$ cat config.mk
export PLATFORM = sky130hd
export DESIGN_NAME = running_block_average_error_unit
export DESIGN_NICKNAME = d
export VERILOG_FILES = /design/src/hw/rtl/rbae_pkg.sv /design/src/hw/rtl/rbae_div.sv /design/src/hw/rtl/rbae_sqrt.sv /design/src/hw/rtl/running_block_average_error_unit.sv
export SDC_FILE = /design/constraint.sdc
export NUM_CORES = 2
export LEC_CHECK = 0
export BUFFER_PORTS_ARGS = -buffer_cell sky130_fd_sc_hd__buf_2
export CORE_AREA = 8 8 381 383
export CTS_BUF_LIST = sky130_fd_sc_hd__clkbuf_8 sky130_fd_sc_hd__clkbuf_16
export DETAILED_ROUTE_END_ITERATION = 8
export DIE_AREA = 0 0 389 391
export MAX_ROUTING_LAYER = met4
export PLACE_DENSITY = 0.6
export RECOVER_POWER = 100
export SLEW_MARGIN = 20
export SYNTH_ARGS = -nofsm -noshare
export SYNTH_HDL_FRONTEND = slang
export SYNTH_SLANG_ARGS = --single-unit
$ cat constraint.sdc
create_clock -name clk_i -period 25 [get_ports clk_i]
set_clock_uncertainty 0.1 [all_clocks]
set_input_delay 3.75 -clock clk_i [delete_from_list [all_inputs] [get_ports clk_i]]
set_output_delay 3.75 -clock clk_i [all_outputs]
set_load 0.1 [all_outputs]
$ cat src/hw/rtl/rbae_pkg.sv
// Constants and types of the running block average and error unit.
package rbae_pkg;

  localparam int MAX_BLOCKS  = 1024;
  localparam int DATA_W      = 32;
  localparam int FRAC_W      = 16;
  localparam int COUNT_OUT_W = 11;
  localparam int CNT_W       = $clog2(MAX_BLOCKS + 1);
  localparam int SUM_W       = DATA_W + $clog2(MAX_BLOCKS);
  // Q16.32 variance stays below 2^(DATA_W + FRAC_W)
  localparam int VAR_W       = DATA_W + FRAC_W;
  localparam int ROOT_W      = VAR_W / 2;
  localparam int PROD_W      = 2 * DATA_W;
  localparam int DIV_STEP    = 4;
  localparam int DIV_NUM_W   = ((SUM_W > VAR_W ? SUM_W : VAR_W) + DIV_STEP - 1)
                               / DIV_STEP * DIV_STEP;
  localparam int DIV_CYC     = DIV_NUM_W / DIV_STEP;
  localparam int DIV_CNT_W   = $clog2(DIV_CYC + 1);
  localparam int SQRT_CNT_W  = $clog2(ROOT_W + 1);

  typedef enum logic [3:0] {
    ST_IDLE,
    ST_MEAN_GO,
    ST_MEAN_WAIT,
    ST_SQ_GO,
    ST_SQ_WAIT,
    ST_MUL,
    ST_VAR,
    ST_VDIV_GO,
    ST_VDIV_WAIT,
    ST_SQRT_WAIT,
    ST_DONE
  } rbae_state_e;

endpackage

$ cat src/hw/rtl/rbae_div.sv
// Iterative unsigned divider, DIV_STEP quotient bits per cycle.
module rbae_div import rbae_pkg::*; (
  input  logic                 clk_i,
  input  logic                 rst_ni,
  input  logic                 start_i,
  input  logic [DIV_NUM_W-1:0] num_i,
  input  logic [CNT_W-1:0]     den_i,
  output logic                 done_o,
  output logic [DIV_NUM_W-1:0] quo_o,
  output logic [CNT_W-1:0]     rem_o
);

  logic                 busy_q, busy_d;
  logic                 done_q, done_d;
  logic [DIV_CNT_W-1:0] cnt_q, cnt_d;
  logic [DIV_NUM_W-1:0] acc_q, acc_d, acc_s;
  logic [CNT_W-1:0]     rem_q, rem_d, rem_s;
  logic [CNT_W-1:0]     den_q, den_d;
  logic [CNT_W:0]       rem_t;

  // Shift dividend bits out of acc and quotient bits in at the bottom
  always_comb begin
    rem_s = rem_q;
    acc_s = acc_q;
    rem_t = '0;
    for (int k = 0; k < DIV_STEP; k++) begin
      rem_t = {rem_s, acc_s[DIV_NUM_W-1]};
      acc_s = {acc_s[DIV_NUM_W-2:0], 1'b0};
      if (rem_t >= {1'b0, den_q}) begin
        rem_t    = rem_t - {1'b0, den_q};
        acc_s[0] = 1'b1;
      end
      rem_s = rem_t[CNT_W-1:0];
    end
  end

  always_comb begin
    busy_d = busy_q;
    done_d = 1'b0;
    cnt_d  = cnt_q;
    acc_d  = acc_q;
    rem_d  = rem_q;
    den_d  = den_q;
    if (start_i && !busy_q) begin
      busy_d = 1'b1;
      cnt_d  = DIV_CNT_W'(DIV_CYC);
      acc_d  = num_i;
      rem_d  = '0;
      den_d  = den_i;
    end else if (busy_q) begin
      acc_d = acc_s;
      rem_d = rem_s;
      cnt_d = cnt_q - 1'b1;
      if (cnt_q == DIV_CNT_W'(1)) begin
        busy_d = 1'b0;
        done_d = 1'b1;
      end
    end
  end

  always_ff @(posedge clk_i or negedge rst_ni) begin
    if (!rst_ni) begin
      busy_q <= 1'b0;
      done_q <= 1'b0;
      cnt_q  <= '0;
    end else begin
      busy_q <= busy_d;
      done_q <= done_d;
      cnt_q  <= cnt_d;
    end
  end

  always_ff @(posedge clk_i) begin
    acc_q <= acc_d;
    rem_q <= rem_d;
    den_q <= den_d;
  end

  assign done_o = done_q;
  assign quo_o  = acc_q;
  assign rem_o  = rem_q;

endmodule

$ cat src/hw/rtl/rbae_sqrt.sv
// Iterative integer square root, one root bit per cycle.
module rbae_sqrt import rbae_pkg::*; (
  input  logic              clk_i,
  input  logic              rst_ni,
  input  logic              start_i,
  input  logic [VAR_W-1:0]  rad_i,
  output logic              done_o,
  output logic [ROOT_W-1:0] root_o
);

  logic                  busy_q, busy_d;
  logic                  done_q, done_d;
  logic [SQRT_CNT_W-1:0] cnt_q, cnt_d;
  logic [VAR_W-1:0]      rad_q, rad_d;
  logic [ROOT_W+1:0]     rem_q, rem_d;
  logic [ROOT_W-1:0]     root_q, root_d;
  logic [ROOT_W+3:0]     rem_t, trial;

  // Bring down two radicand bits, try root*4+1
  assign rem_t = {rem_q, rad_q[VAR_W-1 -: 2]};
  assign trial = {2'b00, root_q, 2'b01};

  always_comb begin
    busy_d = busy_q;
    done_d = 1'b0;
    cnt_d  = cnt_q;
    rad_d  = rad_q;
    rem_d  = rem_q;
    root_d = root_q;
    if (start_i && !busy_q) begin
      busy_d = 1'b1;
      cnt_d  = SQRT_CNT_W'(ROOT_W);
      rad_d  = rad_i;
      rem_d  = '0;
      root_d = '0;
    end else if (busy_q) begin
      rad_d = {rad_q[VAR_W-3:0], 2'b00};
      cnt_d = cnt_q - 1'b1;
      if (rem_t >= trial) begin
        rem_d  = (ROOT_W+2)'(rem_t - trial);
        root_d = {root_q[ROOT_W-2:0], 1'b1};
      end else begin
        rem_d  = rem_t[ROOT_W+1:0];
        root_d = {root_q[ROOT_W-2:0], 1'b0};
      end
      if (cnt_q == SQRT_CNT_W'(1)) begin
        busy_d = 1'b0;
        done_d = 1'b1;
      end
    end
  end

  always_ff @(posedge clk_i or negedge rst_ni) begin
    if (!rst_ni) begin
      busy_q <= 1'b0;
      done_q <= 1'b0;
      cnt_q  <= '0;
    end else begin
      busy_q <= busy_d;
      done_q <= done_d;
      cnt_q  <= cnt_d;
    end
  end

  always_ff @(posedge clk_i) begin
    rad_q  <= rad_d;
    rem_q  <= rem_d;
    root_q <= root_d;
  end

  assign done_o = done_q;
  assign root_o = root_q;

endmodule

$ cat src/hw/rtl/running_block_average_error_unit.sv
// Running block average and standard error unit: top level with sequencer.
//
// Each accepted beat adds one block's mean and mean of squares (Q16.16) to
// running sums and returns the cumulative mean and its standard error
// sqrt((mean2 - mean^2) / (n - 1)), zero for a single block. first_block_i
// restarts the series. Once MAX_BLOCKS blocks are in the sums, further beats
// without first_block_i are refused and repeat the last result with
// count_full_o set. The unit takes one beat at a time. A full update uses the
// divider (4 quotient bits per cycle, used three times on 48-bit dividends)
// and the square root (one root bit per cycle). When the variance is not divided
// (first block of a series, or a variance that clamps to zero) the divide and
// square root are skipped. A refused beat goes from idle straight to the done
// state. A finished result waits in the output register, and the next beat is
// taken while it waits.
module running_block_average_error_unit import rbae_pkg::*; (
  input  logic                     clk_i,
  input  logic                     rst_ni,
  input  logic                     in_valid_i,
  output logic                     in_stall_o,
  input  logic                     first_block_i,
  input  logic signed [DATA_W-1:0] block_mean_i,
  input  logic [DATA_W-1:0]        block_mean_square_i,
  output logic                     out_valid_o,
  input  logic                     out_stall_i,
  output logic signed [DATA_W-1:0] running_mean_o,
  output logic [DATA_W-1:0]        mean_error_o,
  output logic [COUNT_OUT_W-1:0]   block_count_o,
  output logic                     count_full_o
);

  rbae_state_e state_q, state_d;

  logic [SUM_W-1:0]       sum_mean_q, sum_mean_d;
  logic [SUM_W-1:0]       sum_sq_q, sum_sq_d;
  logic [CNT_W-1:0]       cnt_q, cnt_d;
  logic [DATA_W-1:0]      last_mean_q, last_mean_d;
  logic [DATA_W-1:0]      last_error_q, last_error_d;
  logic                   full_q, full_d;
  logic [DATA_W-1:0]      amag_q, amag_d;
  logic [DATA_W-1:0]      mean2_q, mean2_d;
  logic [PROD_W-1:0]      msq_q, msq_d;
  logic [VAR_W-1:0]       var_q, var_d;

  logic                   out_valid_q, out_valid_d;
  logic [DATA_W-1:0]      out_mean_q, out_error_q;
  logic [COUNT_OUT_W-1:0] out_count_q;
  logic                   out_full_q;

  logic                   in_accept, is_full, out_load, var_ok, mean_neg;
  logic                   div_start, div_done, sqrt_start, sqrt_done;
  logic [DIV_NUM_W-1:0]   div_num, div_quo, qcorr, mean_bits;
  logic [CNT_W-1:0]       div_den, div_rem;
  logic [ROOT_W-1:0]      sqrt_root;
  logic [SUM_W-1:0]       sum_mean_abs, bm_ext, bms_ext;
  logic [PROD_W-1:0]      m2s, var_diff;

  rbae_div u_div (
    .clk_i   (clk_i),
    .rst_ni  (rst_ni),
    .start_i (div_start),
    .num_i   (div_num),
    .den_i   (div_den),
    .done_o  (div_done),
    .quo_o   (div_quo),
    .rem_o   (div_rem)
  );

  rbae_sqrt u_sqrt (
    .clk_i   (clk_i),
    .rst_ni  (rst_ni),
    .start_i (sqrt_start),
    .rad_i   (div_quo[VAR_W-1:0]),
    .done_o  (sqrt_done),
    .root_o  (sqrt_root)
  );

  assign in_accept = in_valid_i && !in_stall_o;
  assign is_full   = !first_block_i && (cnt_q >= CNT_W'(MAX_BLOCKS));
  assign out_load  = (state_q == ST_DONE) && (!out_valid_q || !out_stall_i);

  assign bm_ext  = {{(SUM_W-DATA_W){block_mean_i[DATA_W-1]}}, block_mean_i};
  assign bms_ext = {{(SUM_W-DATA_W){1'b0}}, block_mean_square_i};

  // Floor division of a signed sum: divide the magnitude, round away on remainder
  assign mean_neg     = sum_mean_q[SUM_W-1];
  assign sum_mean_abs = mean_neg ? (~sum_mean_q + 1'b1) : sum_mean_q;
  assign qcorr        = div_quo + DIV_NUM_W'(mean_neg && (div_rem != '0));
  assign mean_bits    = mean_neg ? (~qcorr + 1'b1) : qcorr;

  assign m2s      = {{(PROD_W-DATA_W-FRAC_W){1'b0}}, mean2_q, {FRAC_W{1'b0}}};
  assign var_ok   = (cnt_q != CNT_W'(1)) && (m2s > msq_q);
  assign var_diff = m2s - msq_q;

  // Next state
  always_comb begin
    state_d = state_q;
    unique case (state_q)
      ST_IDLE: begin
        if (in_valid_i) begin
          state_d = is_full ? ST_DONE : ST_MEAN_GO;
        end
      end
      ST_MEAN_GO:   state_d = ST_MEAN_WAIT;
      ST_MEAN_WAIT: if (div_done) state_d = ST_SQ_GO;
      ST_SQ_GO:     state_d = ST_SQ_WAIT;
      ST_SQ_WAIT:   if (div_done) state_d = ST_MUL;
      ST_MUL:       state_d = ST_VAR;
      ST_VAR:       state_d = var_ok ? ST_VDIV_GO : ST_DONE;
      ST_VDIV_GO:   state_d = ST_VDIV_WAIT;
      ST_VDIV_WAIT: if (div_done) state_d = ST_SQRT_WAIT;
      ST_SQRT_WAIT: if (sqrt_done) state_d = ST_DONE;
      ST_DONE:      if (out_load) state_d = ST_IDLE;
      default:      state_d = ST_IDLE;
    endcase
  end

  // Sequencer outputs
  always_comb begin
    in_stall_o = (state_q != ST_IDLE);
    div_start  = 1'b0;
    div_num    = DIV_NUM_W'(sum_mean_abs);
    div_den    = cnt_q;
    sqrt_start = 1'b0;
    unique case (state_q)
      ST_MEAN_GO: begin
        div_start = 1'b1;
      end
      ST_SQ_GO: begin
        div_start = 1'b1;
        div_num   = DIV_NUM_W'(sum_sq_q);
      end
      ST_VDIV_GO: begin
        div_start = 1'b1;
        div_num   = DIV_NUM_W'(var_q);
        div_den   = cnt_q - 1'b1;
      end
      ST_VDIV_WAIT: begin
        sqrt_start = div_done;
      end
      default: begin
      end
    endcase
  end

  // Datapath
  always_comb begin
    sum_mean_d   = sum_mean_q;
    sum_sq_d     = sum_sq_q;
    cnt_d        = cnt_q;
    full_d       = full_q;
    last_mean_d  = last_mean_q;
    last_error_d = last_error_q;
    amag_d       = amag_q;
    mean2_d      = mean2_q;
    msq_d        = msq_q;
    var_d        = var_q;
    if (in_accept) begin
      full_d = is_full;
      if (!is_full) begin
        if (first_block_i) begin
          sum_mean_d = bm_ext;
          sum_sq_d   = bms_ext;
          cnt_d      = CNT_W'(1);
        end else begin
          sum_mean_d = sum_mean_q + bm_ext;
          sum_sq_d   = sum_sq_q + bms_ext;
          cnt_d      = cnt_q + 1'b1;
        end
      end
    end
    if ((state_q == ST_MEAN_WAIT) && div_done) begin
      last_mean_d = mean_bits[DATA_W-1:0];
      amag_d      = qcorr[DATA_W-1:0];
    end
    if ((state_q == ST_SQ_WAIT) && div_done) begin
      mean2_d = div_quo[DATA_W-1:0];
    end
    if (state_q == ST_MUL) begin
      msq_d = amag_q * amag_q;
    end
    if (state_q == ST_VAR) begin
      if (var_ok) begin
        var_d = var_diff[VAR_W-1:0];
      end else begin
        last_error_d = '0;
      end
    end
    if ((state_q == ST_SQRT_WAIT) && sqrt_done) begin
      last_error_d = DATA_W'(sqrt_root);
    end
  end

  // Hold the result until taken; drop valid on a completed beat
  always_comb begin
    out_valid_d = out_valid_q;
    if (out_load) begin
      out_valid_d = 1'b1;
    end else if (!out_stall_i) begin
      out_valid_d = 1'b0;
    end
  end

  always_ff @(posedge clk_i or negedge rst_ni) begin
    if (!rst_ni) begin
      state_q      <= ST_IDLE;
      sum_mean_q   <= '0;
      sum_sq_q     <= '0;
      cnt_q        <= '0;
      full_q       <= 1'b0;
      last_mean_q  <= '0;
      last_error_q <= '0;
      out_valid_q  <= 1'b0;
    end else begin
      state_q      <= state_d;
      sum_mean_q   <= sum_mean_d;
      sum_sq_q     <= sum_sq_d;
      cnt_q        <= cnt_d;
      full_q       <= full_d;
      last_mean_q  <= last_mean_d;
      last_error_q <= last_error_d;
      out_valid_q  <= out_valid_d;
    end
  end

  always_ff @(posedge clk_i) begin
    amag_q  <= amag_d;
    mean2_q <= mean2_d;
    msq_q   <= msq_d;
    var_q   <= var_d;
    if (out_load) begin
      out_mean_q  <= last_mean_q;
      out_error_q <= last_error_q;
      out_count_q <= COUNT_OUT_W'(cnt_q);
      out_full_q  <= full_q;
    end
  end

  assign out_valid_o    = out_valid_q;
  assign running_mean_o = out_mean_q;
  assign mean_error_o   = out_error_q;
  assign block_count_o  = out_count_q;
  assign count_full_o   = out_full_q;

endmodule

Yosys cells after proc, flatten, opt, wreduce, memory -nomap -nowiden
Index checks and enable logic that the tools add are counted.
- input port bits: 69
- word-level logic and storage cells: 156
- register bits after elaboration: 598
- reductions and logical operators: 28
- add/subtract/negate cells: 15
- bitwise gates (word level): 3
- equality and inequality tests: 21
- multiply operators: 1
- $lt $le $gt $ge: 7
- mux-type cells: 53
- operators with widths (operator ; number):
    2-to-1 mux 48 bit ; 4
    2-to-1 mux 32 bit ; 4
    2-to-1 mux 42 bit ; 3
    case mux 48 bit (2 select lines) ; 1
    2-to-1 mux 11 bit ; 6
    > comparator 48 x 64 -> 1 bit ; 1
    multiplier 32 x 32 -> 64 bit ; 1
    >= comparator 12 x 11 -> 1 bit ; 4
    subtractor 48 bit ; 1
    case mux 4 bit (11 select lines) ; 1
    subtractor 11 bit ; 4
    adder 42 x 1 -> 42 bit, second input constant ; 1
    adder 42 x 32 -> 42 bit ; 1
    adder 42 bit ; 1
    NOT 42 bit ; 1
    2-to-1 mux 4 bit ; 10
    adder 32 x 1 -> 32 bit ; 1
    adder 32 x 1 -> 32 bit, second input constant ; 1
    NOT 32 bit ; 1
    >= comparator 28 x 26 -> 1 bit ; 1
    2-to-1 mux 26 bit ; 1
    subtractor 26 bit ; 1
    2-to-1 mux 1 bit ; 21
    equality test 4 x 3 -> 1 bit, second input constant ; 4
    other kinds (24) ; 53

Depth between registers and ports, before layout
- word-level depth: 10
- depth in mapped cells: 40

Cells and area by module
From an unflattened synthesis, not the netlist that was laid out.
- cells, all modules: 6640
- area, all modules: 63761.2 µm²
- by module, submodules not included (module ; area an instance (µm²) ; seq. area each (µm²) ; cells an instance ; times used):
    running_block_average_error_unit ; 52391.5 ; 11195.7 ; 5499 ; 1
    rbae_sqrt ; 5754.3 ; 2617.5 ; 534 ; 1
    rbae_div ; 5615.4 ; 2142.1 ; 607 ; 1

Least setup slack after synthesis
No wires, ideal clock.
- kind: flip-flop to flip-flop
- start point: register u_div.den_q[0]
- end point: register u_div.rem_q[8], in the netlist u_div.rem_o[8]
- library setup time: 174 ps
- slack: 15548 ps
- data required time: 24726 ps
- cell stages (with the launch flop): 37
- arrival: 9178 ps
- clock period less this slack: 9452 ps
- cell sequence: edfxtp_1 -> ha_1 -> fa_1 -> nand2b_1 -> a211oi_1 -> nor3_1 -> o211ai_1 -> clkbuf_1 -> a21oi_1 -> fa_1 -> a21oi_1 -> o221ai_1 -> a41oi_1 -> nor2b_1 -> a211oi_1 -> mux2_2 -> ha_1 -> nor2b_1 -> o21ai_0 -> a21o_1 -> a21oi_1 -> o221ai_1 -> a21oi_1 -> a311oi_1 -> buf_2 -> mux2_2 -> ha_1 -> o21ai_0 -> nand2b_1 -> a311oi_1 -> o311a_1 -> o21bai_1 -> a211oi_1 -> mux2i_1 -> buf_2 -> mux2i_1 -> o22ai_1
- cells in the longest elaborated chain, start to end: 8
- elaborated cells between the ends (all ways): 12
- those cells by class: 4 x add/sub; 4 x order compare; 4 x mux
- ends and longest elaborated chain (item ; line ; source):
    from (decl) ; rbae_div.sv:18 ; logic [CNT_W-1:0] den_q, den_d;
    from (signal assigned) ; rbae_div.sv:76 ; den_q <= den_d;
    subtractor 11 bit or >= comparator 12 x 11 -> 1 bit (tied branches) ; rbae_div.sv:30, rbae_div.sv:29 ;
    2-to-1 mux 11 bit ; rbae_div.sv:29 ; if (rem_t >= {1'b0, den_q}) begin
    subtractor 11 bit or >= comparator 12 x 11 -> 1 bit (tied branches) ; rbae_div.sv:30, rbae_div.sv:29 ;
    2-to-1 mux 11 bit ; rbae_div.sv:29 ;
    subtractor 11 bit or >= comparator 12 x 11 -> 1 bit (tied branches) ; rbae_div.sv:30, rbae_div.sv:29 ;
    2-to-1 mux 11 bit ; rbae_div.sv:29 ;
    subtractor 11 bit or >= comparator 12 x 11 -> 1 bit (tied branches) ; rbae_div.sv:30, rbae_div.sv:29 ;
    2-to-1 mux 11 bit * ; rbae_div.sv:29 ;
    to (signal assigned) ; rbae_div.sv:75 ; rem_q <= rem_d;
    to (decl) ; rbae_div.sv:17 ; logic [CNT_W-1:0] rem_q, rem_d, rem_s;
Every way passes the cells marked *; elsewhere a longest branch is shown, timed or not.
A chain may end at the register's enable or synchronous reset.

Final worst setup path
- start point: register u_div.acc_q[47], in the netlist u_div.quo_o[47]
- end point: register u_div.rem_q[0], in the netlist u_div.rem_o[0]
- cells in the longest elaborated chain, start to end: 8
- elaborated cells between the ends (all ways): 11
- those cells by class: 3 x add/sub; 4 x order compare; 4 x mux
- ends and longest elaborated chain (item ; line ; source):
    from (decl) ; rbae_div.sv:16 ; logic [DIV_NUM_W-1:0] acc_q, acc_d, acc_s;
    from (signal assigned) ; rbae_div.sv:74 ; acc_q <= acc_d;
    subtractor 11 bit or >= comparator 12 x 11 -> 1 bit (tied branches) ; rbae_div.sv:30, rbae_div.sv:29 ;
    2-to-1 mux 11 bit * ; rbae_div.sv:29 ;
    subtractor 11 bit or >= comparator 12 x 11 -> 1 bit (tied branches) ; rbae_div.sv:30, rbae_div.sv:29 ;
    2-to-1 mux 11 bit * ; rbae_div.sv:29 ;
    subtractor 11 bit or >= comparator 12 x 11 -> 1 bit (tied branches) ; rbae_div.sv:30, rbae_div.sv:29 ;
    2-to-1 mux 11 bit * ; rbae_div.sv:29 ;
    >= comparator 12 x 11 -> 1 bit * ; rbae_div.sv:29 ;
    2-to-1 mux 11 bit * ; rbae_div.sv:29 ;
Marks and branches as above.

==> results.tsv <==
stage	metric	value	unit
global_routing	vias in the first global route	46000	
place	Final HPWL DP	129000	µm
worst_setup_path	R2R setup slack	12340	ps
detailed_routing	Initial DRC Count	3003	
min_path	Min-Delay Startpoint	u_sqrt.root_o[20]	
floorplan	num rows	137	
finish	post-synthesis to final-layout area growth	7.57	%
clock_tree	CTS Root Cell	clkbuf_16	
sta	Final Max Tran Viols	1149	
detailed_routing	final wirelength	166000	µm
clock_tree	Max Root-Sink Buffers	3	
logic_synthesis	Distinct cells, synth	86	
clock_tree	CTS Hold Bufs	0	
sta	setup TNS	0	ps
worst_setup_path	CP Capture Point	u_div.rem_o[0]	
logic_synthesis	Post-synth ARST share	29.3	%
sta	final count of hold timing violations	0	
run_status	status	finished, violations left	
worst_setup_path	Worst R2R End	u_div.rem_o[0]	
worst_setup_path	WS Path Type	reg2reg	
worst_setup_path	Worst path slowest cell	mux2i_1	
clock_tree	htree depth	3	
run	max_cap viols	23	
clock_tree	clock-pin slew on the worst setup and hold paths	60	ps
place	Final Wtd Congestion	0.924	
worst_setup_path	CP max FO	17	
worst_setup_path	worst r2r src	u_div.quo_o[47]	
finish	layout cells sized above 1	5.37	%
global_routing	Remaining Overflow, GRT	0	
logic_synthesis	Synth Flop Type	edfxtp_1	
finish	Layout Utilization	48.1	%
floorplan	core footprint	139000	µm²
worst_setup_path	crit path DAT	13100	ps
floorplan	die width	389	µm
logic_synthesis	synthesized area	62100	µm²
global_routing	first-pass GRT wire length	262000	µm
sta	final setup vio count	0	
logic_synthesis	Syn Inst Count	6347	
clock_tree	Worst-Skew Late Latency	660	ps
finish	Layout fillers	13100	
detailed_routing	Pre-antenna DRT Iters	9	
detailed_routing	vias	44700	
logic_synthesis	YS warnings	0	
clock_tree	Clock Sinks	580	
worst_setup_path	Critical Path End Type	register	
run_status	failing checks	design-rule violations, max-capacitance violations, max-slew violations	
clock_tree	CTS tree	done	
logic_synthesis	synthesis-stage register bit count	580	
min_path	Hold Crit Class	reg2reg	
finish	Layout Nets	7706	
floorplan	IO Pins	147	
sta	FMAX	79.0	MHz
global_routing	initial antenna violation count	2	
logic_synthesis	top cells by area, synth	fa_1 (26%), edfxtp_1 (17%), ha_1 (9.2%)	
logic_synthesis	sequential area share after synthesis	25.7	%
worst_setup_path	required time of the critical path	25440	ps
logic_synthesis	Post-synth EDFFs	349	
sta	RSZ-0062 raised after global routing	false	
worst_setup_path	CP most frequent cell	a21oi_1	
detailed_routing	antenna viol nets, final	0	
detailed_routing	DRC viols	16	
finish	commonest non-fill, non-tap cell in the layout	inv_1	
detailed_routing	Routed WL per cell	20.2	µm
clock_tree	PostCTS Resize Cnt	0	
worst_setup_path	reg2reg path depth	37	
logic_synthesis	leading area contributor after synthesis	fa_1	
global_routing	All-Layer GR Usage	22.4	%
clock_tree	Setup Buffers After CTS	0	
logic_synthesis	Avg Cell Area, Syn	9.79	µm²
clock_tree	cts bufs inserted	68	
place	IO buf count	138	
sta	Period Utilization, post-route	50.6	%
floorplan	area of the die	152000	µm²
sta	Slew HR	-196	%
worst_setup_path	crit-path max cell delay	1380	ps
floorplan	Initial Util	44.7	%
floorplan	die height	391	µm
global_routing	largest net degree at the start of global routing	100	
detailed_routing	DR vias/cell	5.43	
sta	slew at the pin with the worst max-slew slack	4450	ps
sta	min Tclk post-route	12660	ps
logic_synthesis	Yosys top cell area share	26.2	%
worst_setup_path	CP Launch Type	register	
finish	most frequent cells in the layout	inv_1 (1,079), fa_1 (813), nand2_1 (602)	
worst_setup_path	launch point of the worst path	u_div.quo_o[47]	
stage by stage:
stage | instance area (µm²) | setup slack [ps] | hold slack (ps) | cells
final | 66800 | 12340 | 338 | 8229
after detailed placement | 64700 | 14710 | 332 | 8102
after floorplan | 62100 | 15550 | 319 | 6354
after global routing | 66800 | 11320 | 353 | 8228
after CTS | 67100 | 14670 | 337 | 8228
after global placement | 64700 | 14470 | 331 | 8102
cell usage after synthesis (all sizes together) (21+ instances only):
| cell type | n |
|---|---|
| o31ai | 49 |
| nand3 | 116 |
| clkbuf | 230 |
| xnor2 | 212 |
| inv | 1069 |
| or2 | 22 |
| o21bai | 26 |
| a21oi | 292 |
| a31oi | 28 |
| nor2b | 44 |
| o22ai | 34 |
| ha | 459 |
| o211ai | 21 |
| edfxtp | 349 |
| and2 | 231 |
| nor2 | 302 |
| a222oi | 41 |
| nand2 | 602 |
| fa | 813 |
| a211oi | 24 |
| o21a | 33 |
| nor3 | 87 |
| buf | 36 |
| or3 | 23 |
| nand4 | 45 |
| mux2i | 38 |
| xor2 | 136 |
| nand2b | 34 |
| and3 | 42 |
| nor4 | 30 |
| dfrtp | 170 |
| a21o | 122 |
| o21ai | 239 |
| dfxtp | 61 |
| mux2 | 88 |
| a22o | 22 |
cell families (layout without fill, tap and decap cells):
family                     Yosys count  count (layout)  share of synthesized area [%]
buffers and inverters             1340            1407                           8.17
other                                1               9                        0.00604
adders and majority gates         1272            1272                           35.4
xor gates and xnor gates           348             348                           4.91
DFF                                580             580                           25.7
AOI/OAI and AO/OA                 1063            1063                           11.2
muxes                              126             126                           2.21
and+or+nand+nor                   1617            1617                           12.4
metal layers:
| metal | vias to the layer above | part of all wire [%] | track usage, % | wire length (µm) |
|---|---|---|---|---|
| met5 | - | 0 | - | 0 |
| met4 | 0 | 2.4 | 5.31 | 4050 |
| met3 | 207 | 5.0 | 2.82 | 8350 |
| met2 | 1125 | 50 | 37.9 | 82500 |
| met1 | 22300 | 43 | 28.8 | 70900 |
| li1 | 21000 | - | - | - |
state kept, by name (all words and copies together), names as in the netlist, 26 cells and up:
name / flops
msq_q: 63
amag_q: 32
u_sqrt.rad_q: 48
sum_mean_q: 42
running_mean_o: 32
mean2_q: 32
u_sqrt.rem_q: 26
last_mean_q: 32
u_div.quo_o: 48
sum_sq_q: 42
var_q: 47
critical path, delay by kind of cell, from the launching register on:
family / cells / cell delay [ps]
muxes: 4 / 2470
adders and majority gates: 5 / 1910
AOI/OAI and AO/OA: 19 / 5200
buffers and inverters: 4 / 1770
DFF: 1 / 410
and+or+nand+nor: 5 / 690
cell type report:
| class | count | area, µm² | share of cell area, % |
|---|---|---|---|
| Inverter | 1074 | 4030 | 6.04 |
| Tap cell | 1807 | 2260 | 3.38 |
| Multi-Input combinational cell | 4434 | 41100 | 61.5 |
| Sequential cell | 580 | 16000 | 23.9 |
| Clock buffer | 79 | 1900 | 2.84 |
| Antenna cell | 1 | 2.50 | 0.00375 |
| Clock inverter | 47 | 536 | 0.801 |
| Timing Repair Buffer | 207 | 1010 | 1.51 |
worst min path at each step:
stage                         end  slack (ps)  depth (start not counted)
3_5_place_dp     mean_error_o[22]         330                          0
2_1_floorplan        count_full_o         320                          0
6_report        u_sqrt.root_o[21]         340                          2
5_1_grt        running_mean_o[24]         350                          0
3_3_place_gp     u_sqrt.root_o[1]         330                          2
4_1_cts         u_sqrt.root_o[21]         340                          2
Power is left out: the tool's default activity adds up to more than one toggle a clock period on the data nets, which glitch-free logic cannot reach.
